[config.mk]
export PLATFORM = sky130hd
export DESIGN_NAME = rgb_to_hsl_converter
export DESIGN_NICKNAME = d
export VERILOG_FILES = /design/src/rtl/core/rgbhsl_pkg.sv /design/src/rtl/core/rgbhsl_front.sv /design/src/rtl/core/rgbhsl_cell.sv /design/src/rtl/core/rgb_to_hsl_converter.sv
export SDC_FILE = /design/constraint.sdc
export NUM_CORES = 1
export LEC_CHECK = 0
export ABC_AREA = 1
export BUFFER_PORTS_ARGS = -buffer_cell sky130_fd_sc_hd__buf_2
export CAP_MARGIN = 20
export CORE_ASPECT_RATIO = 1.2
export CORE_UTILIZATION = 57
export CTS_CLUSTER_SIZE = 30
export DETAILED_ROUTE_END_ITERATION = 10
export PLACE_DENSITY = 0.74
export SLEW_MARGIN = 0
export SYNTH_ARGS = -nofsm -noshare
export SYNTH_HDL_FRONTEND = slang
export SYNTH_SLANG_ARGS = --single-unit
export TNS_END_PERCENT = 1
[constraint.sdc]
create_clock -name clk -period 9.9 [get_ports clk]
set_clock_uncertainty 0.2 [all_clocks]
set_input_delay 0.99 -clock clk [delete_from_list [all_inputs] [get_ports clk]]
set_output_delay 0.99 -clock clk [all_outputs]
set_load 0.01 [all_outputs]
[src/rtl/core/rgbhsl_pkg.sv]
`timescale 1ns / 1ps
`default_nettype none
// ----------------------------------------------------------------------------
// rgbhsl_pkg
// Shared widths and the beat carried along the divider cell row.
// ----------------------------------------------------------------------------
package rgbhsl_pkg;

	localparam int unsigned CH_W    = 8;   // colour channel
	localparam int unsigned HUE_W   = 9;   // hue degrees, also quotient bits per row
	localparam int unsigned PCT_W   = 7;   // percent fields
	localparam int unsigned SUM_W   = 9;   // max + min
	localparam int unsigned HNUM_W  = 17;  // 60 * hue numerator
	localparam int unsigned SNUM_W  = 15;  // 100 * (max - min)
	localparam int unsigned CMP_W   = 17;  // compare width inside a cell
	localparam int unsigned N_CELLS = HUE_W;

	localparam logic [SUM_W-1:0] HALF_SUM = SUM_W'(255);
	localparam logic [SUM_W-1:0] FULL_SUM = SUM_W'(510);

	typedef struct packed {
		logic [HNUM_W-1:0] hue_rem;
		logic [CH_W-1:0]   hue_den;
		logic [HUE_W-1:0]  hue_q;
		logic [SNUM_W-1:0] sat_rem;
		logic [SUM_W-1:0]  sat_den;
		logic [HUE_W-1:0]  sat_q;
		logic              grey;
		logic [PCT_W-1:0]  light;
		logic              dark;
	} cell_t;

endpackage
`default_nettype wire

[src/rtl/core/rgbhsl_front.sv]
`timescale 1ns / 1ps
`default_nettype none
// ----------------------------------------------------------------------------
// rgbhsl_front
// Two stages: max/min and hue sector, then numerators, divisors and lightness.
// ----------------------------------------------------------------------------
module rgbhsl_front (
	input  wire logic                      clk,
	input  wire logic                      arst_n,
	input  wire logic                      in_valid,
	input  wire logic [7:0]                red,
	input  wire logic [7:0]                green,
	input  wire logic [7:0]                blue,
	input  wire logic [7:0]                alpha,
	output logic                           out_valid,
	output rgbhsl_pkg::cell_t              out_beat
);
	import rgbhsl_pkg::*;

	typedef enum logic [1:0] {
		SEC_BLUE,
		SEC_GREEN,
		SEC_RED_POS,
		SEC_RED_NEG
	} sector_t;

	// stage 1
	logic [CH_W-1:0]  mx, mn;
	logic [SUM_W-1:0] sum;
	sector_t          sec;
	logic [CH_W:0]    diff;

	logic             valid_s1;
	logic [CH_W-1:0]  d_s1;
	logic [SUM_W-1:0] sum_s1;
	sector_t          sec_s1;
	logic [CH_W:0]    diff_s1;
	logic             dark_s1;

	always_comb begin
		mx = red;
		mn = red;
		if (green > mx) mx = green;
		if (blue > mx) mx = blue;
		if (green < mn) mn = green;
		if (blue < mn) mn = blue;
		sum = {1'b0, mx} + {1'b0, mn};
		// blue beats green beats red on a tied maximum
		if (blue == mx) begin
			sec  = SEC_BLUE;
			diff = {1'b0, red} - {1'b0, green};
		end else if (green == mx) begin
			sec  = SEC_GREEN;
			diff = {1'b0, blue} - {1'b0, red};
		end else if (green >= blue) begin
			sec  = SEC_RED_POS;
			diff = {1'b0, green} - {1'b0, blue};
		end else begin
			sec  = SEC_RED_NEG;
			diff = {1'b0, blue} - {1'b0, green};
		end
	end

	always_ff @(posedge clk or negedge arst_n) begin
		if (!arst_n) begin
			valid_s1 <= 1'b0;
		end else begin
			valid_s1 <= in_valid;
		end
	end

	always_ff @(posedge clk) begin
		d_s1    <= mx - mn;
		sum_s1  <= sum;
		sec_s1  <= sec;
		diff_s1 <= diff;
		dark_s1 <= (sum >= HALF_SUM) || (alpha == '0);
	end

	// stage 2
	logic [11:0]       dext, xext, v;
	logic [10:0]       v11;
	logic [HNUM_W-1:0] hnum;
	logic [SNUM_W-1:0] snum, lx, lsum;
	logic [SUM_W-1:0]  den;

	always_comb begin
		dext = {4'b0, d_s1};
		xext = {{3{diff_s1[CH_W]}}, diff_s1};
		case (sec_s1)
			SEC_BLUE:    v = (dext << 2) + xext;
			SEC_GREEN:   v = (dext << 1) + xext;
			SEC_RED_POS: v = xext;
			SEC_RED_NEG: v = (dext << 2) + (dext << 1) - xext;
			default:     v = '0;
		endcase
		v11  = v[10:0];
		hnum = (HNUM_W'(v11) << 6) - (HNUM_W'(v11) << 2);
		snum = (SNUM_W'(d_s1) << 6) + (SNUM_W'(d_s1) << 5) + (SNUM_W'(d_s1) << 2);
		den  = (sum_s1 < HALF_SUM) ? sum_s1 : FULL_SUM - sum_s1;
		// 50*s/255 by reciprocal, exact while the quotient stays at or below 100
		lx   = (SNUM_W'(sum_s1) << 5) + (SNUM_W'(sum_s1) << 4) + (SNUM_W'(sum_s1) << 1);
		lsum = lx + (lx >> 8) + SNUM_W'(1);
	end

	always_ff @(posedge clk or negedge arst_n) begin
		if (!arst_n) begin
			out_valid <= 1'b0;
		end else begin
			out_valid <= valid_s1;
		end
	end

	always_ff @(posedge clk) begin
		out_beat.hue_rem <= hnum;
		out_beat.hue_den <= d_s1;
		out_beat.hue_q   <= '0;
		out_beat.sat_rem <= snum;
		out_beat.sat_den <= den;
		out_beat.sat_q   <= '0;
		out_beat.grey    <= (d_s1 == '0);
		out_beat.light   <= lsum[14:8];
		out_beat.dark    <= dark_s1;
	end

endmodule
`default_nettype wire

[src/rtl/core/rgbhsl_cell.sv]
`timescale 1ns / 1ps
`default_nettype none
// ----------------------------------------------------------------------------
// rgbhsl_cell
// One restoring-division step for hue and saturation; one quotient bit each.
// ----------------------------------------------------------------------------
module rgbhsl_cell #(
	parameter int unsigned BIT = 0
) (
	input  wire logic                      clk,
	input  wire logic                      arst_n,
	input  wire logic                      in_valid,
	input  wire rgbhsl_pkg::cell_t         in_beat,
	output logic                           out_valid,
	output rgbhsl_pkg::cell_t              out_beat
);
	import rgbhsl_pkg::*;

	logic [CMP_W-1:0] hsh, ssh, hr, sr;
	logic             hb, sb;
	cell_t            nxt;

	always_comb begin
		hsh = CMP_W'(in_beat.hue_den) << BIT;
		ssh = CMP_W'(in_beat.sat_den) << BIT;
		hr  = CMP_W'(in_beat.hue_rem);
		sr  = CMP_W'(in_beat.sat_rem);
		hb  = (hr >= hsh);
		sb  = (sr >= ssh);
		if (hb) hr = hr - hsh;
		if (sb) sr = sr - ssh;
		nxt         = in_beat;
		nxt.hue_rem = hr[HNUM_W-1:0];
		nxt.sat_rem = sr[SNUM_W-1:0];
		nxt.hue_q   = {in_beat.hue_q[HUE_W-2:0], hb};
		nxt.sat_q   = {in_beat.sat_q[HUE_W-2:0], sb};
	end

	always_ff @(posedge clk or negedge arst_n) begin
		if (!arst_n) begin
			out_valid <= 1'b0;
		end else begin
			out_valid <= in_valid;
		end
	end

	always_ff @(posedge clk) begin
		out_beat <= nxt;
	end

endmodule
`default_nettype wire

[src/rtl/core/rgb_to_hsl_converter.sv]
`timescale 1ns / 1ps
`default_nettype none
// ----------------------------------------------------------------------------
// rgb_to_hsl_converter
// RGBA pixel to hue degrees, saturation and lightness percent, overlay flag.
// ----------------------------------------------------------------------------
// Pipeline: two front stages plus nine divider cells, one quotient bit per cell,
//   from the start beat to the done strobe.
// Throughput: one pixel per clock; busy is always low and the result stream
//   is never stalled.
// Reset: arst_n clears all valid flags; data registers are not reset.
module rgb_to_hsl_converter (
	input  wire logic       clk,
	input  wire logic       arst_n,
	input  wire logic       start,
	output logic            busy,
	input  wire logic [7:0] red,
	input  wire logic [7:0] green,
	input  wire logic [7:0] blue,
	input  wire logic [7:0] alpha,
	output logic            done,
	output logic [8:0]      hue_degrees,
	output logic [6:0]      saturation_percent,
	output logic [6:0]      lightness_percent,
	output logic            dark_overlay
);
	import rgbhsl_pkg::*;

	logic  valid_c [0:N_CELLS];
	cell_t beat_c  [0:N_CELLS];

	assign busy = 1'b0;

	rgbhsl_front u_front (
		.clk       (clk),
		.arst_n    (arst_n),
		.in_valid  (start),
		.red       (red),
		.green     (green),
		.blue      (blue),
		.alpha     (alpha),
		.out_valid (valid_c[0]),
		.out_beat  (beat_c[0])
	);

	for (genvar i = 0; i < N_CELLS; i++) begin : g_cell
		rgbhsl_cell #(
			.BIT (N_CELLS - 1 - i)
		) u_cell (
			.clk       (clk),
			.arst_n    (arst_n),
			.in_valid  (valid_c[i]),
			.in_beat   (beat_c[i]),
			.out_valid (valid_c[i+1]),
			.out_beat  (beat_c[i+1])
		);
	end

	// grey pixel: both divisors may be zero, force hue and saturation to 0
	assign done               = valid_c[N_CELLS];
	assign hue_degrees        = beat_c[N_CELLS].grey ? '0 : beat_c[N_CELLS].hue_q;
	assign saturation_percent = beat_c[N_CELLS].grey ? '0 : beat_c[N_CELLS].sat_q[PCT_W-1:0];
	assign lightness_percent  = beat_c[N_CELLS].light;
	assign dark_overlay       = beat_c[N_CELLS].dark;

`ifndef NO_ASSERTIONS
	a_latency: assert property (@(posedge clk) disable iff (!arst_n)
		start |-> ##11 done) else $error("start beat did not reach done");
	a_no_ghost: assert property (@(posedge clk) disable iff (!arst_n)
		!start |-> ##11 !done) else $error("done without start beat");
	a_ranges: assert property (@(posedge clk) disable iff (!arst_n)
		done |-> (hue_degrees < 9'd360) && (saturation_percent <= 7'd100)
			&& (lightness_percent <= 7'd100)) else $error("result out of range");
	a_dark: assert property (@(posedge clk) disable iff (!arst_n)
		(done && (lightness_percent >= 7'd50)) |-> dark_overlay)
		else $error("light pixel without dark overlay");
`endif

endmodule
`default_nettype wire

==> results.md <==
* Distinct cells, synth at 66
* Hold Buf Count CTS at 0
* WL per Instance at 15.1 um
* Vias/cell at 5.25
* Remaining DRCs at 0
* Register area share after synthesis at 41.9%
* Max FO, Critical Path at 16
* Reg2reg end: u_front.out_beat[75]
* Port Buf Inserts at 59
* Io pins at 61
* ANT cells at 0
* Slew HR at 31.8%
* Fmax at 0.168 GHz
* Status: complete, no violations
* Reg2reg path depth at 22
* Pre-Repair DR Iteration Count at 6
* Starting Density at 57.9%
* CTS tree: built
* Resized cells post-CTS at 0
* Initial DRC Count at 965
* Syn Area/Cell at 8.45 um^2
* Post-CTS Setup Repair Bufs at 0
* Clock-pin slew on the worst setup and hold paths at 0.06 ns
* Final Hold Vio Count at 0
* CTS sink cnt at 582
* Clk Tree Root Cell: clkbuf_16
* H-Tree Depth at 2
* CTS max path bufs at 3
* Total number of vias at 21300
* Main synth FF type: dfxtp_1
* Die Span Y at 245 um
* CP arrival at 6.21 ns
* Post-synthesis mux area share at 0.0761%
* Fin. max-slew vios at 0
* Core area at 48200 um^2
* Vias in the first global route at 21700
* #FFs+latches synth at 582
* GR Overflow Total at 0
* Final core utilization at 63.8%
* Finished Cell Area at 30800 um^2
* Largest family of logic cells by synthesized area: simple AND/OR/NAND/NOR gates
* Post-Synth Simple-Gate Area at 17.2%
* CTS buffer count at 53
* Post-Route WL at 61.2 mm
* Die width at 204 um
* Post-synthesis cell count at 3307
* Crit end category: flop
* Post-layout minimum cycle time at 5.95 ns
* GP Congestion at 0.936
* Area of the mapped netlist at 27900 um^2
* Skew-Pair Late Insertion Delay at 0.60 ns
* Fin crit share at 60.1%
* Min-Delay Path Class: in2async
* Placed cell area at 28800 um^2
* Synth Area in XOR/XNOR at 6.02%
* RSZ-0062 raised after global routing: false
* Net Count, Synth at 3680
* Antenna violations before repair at 0
* Max-cap violations at 0
* Area growth syn-to-layout at 10.1%
* Final number of setup-violating endpoints at 0
* Largest net degree at the start of global routing at 23
* Die area at 49900 um^2
* Final ANT Viol Nets at 0
* DP HPWL at 48.5 mm
* Critical path type: in2reg
* Final TNS setup at 0 ns
* CP Data Required Time at 10.16 ns
* First-pass GRT wire length at 100 mm
* EDFF count, synth at 0
* Nets at 3756
* Total Routing Usage GR at 24.8%
* R2r startpoint: u_front.d_s1[5]
* Worst reg-to-reg setup slack at 5.01 ns
* Ys Warns at 0
* Adder-cell area share of the yosys netlist at 16.3%
* Least-Margin Pin Slew at 1.02 ns
* Site Rows at 88
* Nature of the critical path startpoint: input port
* Async S/R FF share, synth at 1.89%
* Synth Area in Compound Gates at 10.7%
* Proportion of layout cells with a drive suffix above 1 at 6.45%
flip-flops by register name, summed over array words and instances (netlist names), 2 cells and up:
signal                   count
g_cell.u_cell.out_valid      9
g_cell.u_cell.out_beat     493
u_front.d_s1                 8
u_front.sec_s1               2
u_front.diff_s1              9
u_front.sum_s1               8
u_front.out_beat            50
layout make-up:
class	instances	area, um^2
fill	4032	17500
inverter	510	1910
timing repair buffer	66	348
clock inverter	29	408
multi-input combinational	2170	14100
sequential	582	11700
tap	630	788
clock buffer	70	1540
logic make-up after synthesis:
family,Yosys count
mux,2
flops,582
other cells,1
buf+inv,555
compound gates,541
xor+xnor,192
simple gates,1096
fa+ha+maj,338
critical path, cell delays in order:
cell	delay [ns]
buf_2	0.21
inv_1	0.18
ha_1	0.33
nand2_1	0.11
nor2_4	0.13
nand3_4	0.18
nand3_4	0.31
nand2_2	0.27
o21ai_0	0.38
inv_1	0.11
ha_1	0.29
nand2_1	0.04
o21bai_1	0.14
o21ai_1	0.17
nand2_2	0.20
nand2_2	0.26
nand2_1	0.09
nand2_1	0.10
ha_1	0.17
inv_1	0.05
fa_1	0.40
o31ai_1	0.38
a21oi_1	0.11
o21bai_1	0.22
xor2_1	0.17
inv_1	0.07
nand4_1	0.06
o21ai_0	0.07
Yosys cell counts, drive strengths merged, types with 3 or more instances:
cell | count | area, um^2
a211oi | 3 | 22.5
a21boi | 4 | 30.0
a21o | 8 | 60.1
a21oi | 242 | 1220
a31oi | 11 | 68.8
buf | 27 | 199
clkbuf | 18 | 67.6
dfrtp | 11 | 275
dfxtp | 571 | 11400
fa | 44 | 881
ha | 294 | 3680
inv | 510 | 1910
nand2 | 579 | 2270
nand3 | 169 | 913
nand3b | 9 | 67.6
nand4 | 45 | 288
nor2 | 230 | 900
nor3 | 35 | 180
nor4 | 17 | 106
o2111ai | 7 | 61.3
o211ai | 12 | 90.1
o21a | 4 | 30.0
o21ai | 206 | 1040
o21bai | 13 | 97.6
o221ai | 6 | 52.6
o311ai | 5 | 43.8
o31ai | 8 | 60.1
or2 | 9 | 56.3
xnor2 | 61 | 534
xor2 | 131 | 1150
layer usage:
layer / vias up / share of wire [%] / global-route usage, %
met5: - / 0 / 0
met4: 0 / 4.6 / 12.0
met3: 157 / 2.6 / 2.81
met2: 369 / 55 / 50.9
met1: 9885 / 37 / 23.7
li1: 10900 / - / -
layout by cell type, fill, tap and decap left out, types with 4 or more instances in the layout:
cell	count
bufinv_16	8
nor3_1	34
o2111ai_1	7
o31ai_1	8
clkbuf_16	55
xor2_1	131
clkinv_2	10
or2_2	7
clkbuf_8	11
dfxtp_1	571
o211ai_1	12
inv_1	502
nand2_1	557
buf_4	7
nor4_1	17
nand3b_1	9
inv_2	8
o21a_1	4
nand4_1	44
clkinv_4	4
o21ai_0	184
nor2_2	5
o21bai_1	13
dfrtp_1	11
buf_2	59
fa_1	44
xnor2_1	61
nand2_2	13
o221ai_1	6
o21ai_1	19
a21o_1	8
nand2_4	9
nor2_1	223
clkbuf_1	4
a31oi_1	11
a21oi_1	241
nand3_1	160
o311ai_0	5
ha_1	294
nand3_2	6
how the worst max path moves through the flow:
stage	to	depth (start not counted)	from	slack (ns)
after floorplan	u_front.dark_s1	30	green[4]	4.45
after global placement	u_front.dark_s1	28	green[1]	3.44
after detailed placement	u_front.dark_s1	28	green[1]	3.36
after CTS	u_front.dark_s1	28	green[1]	3.98
after global routing	u_front.dark_s1	30	green[1]	3.44
final	u_front.dark_s1	28	green[1]	3.95
stage by stage:
stage,setup slack (ns),hold slack (ns),cells
finish,3.95,0.0450,4057
global route,3.44,0.0441,4057
CTS,3.98,0.0229,4055
detailed placement,3.36,0.112,3956
global placement,3.44,0.110,3956
floorplan,4.45,0.110,3307
Power is left out: the tool's default activity adds up to more than one toggle a clock period on the data nets, which glitch-free logic cannot reach.
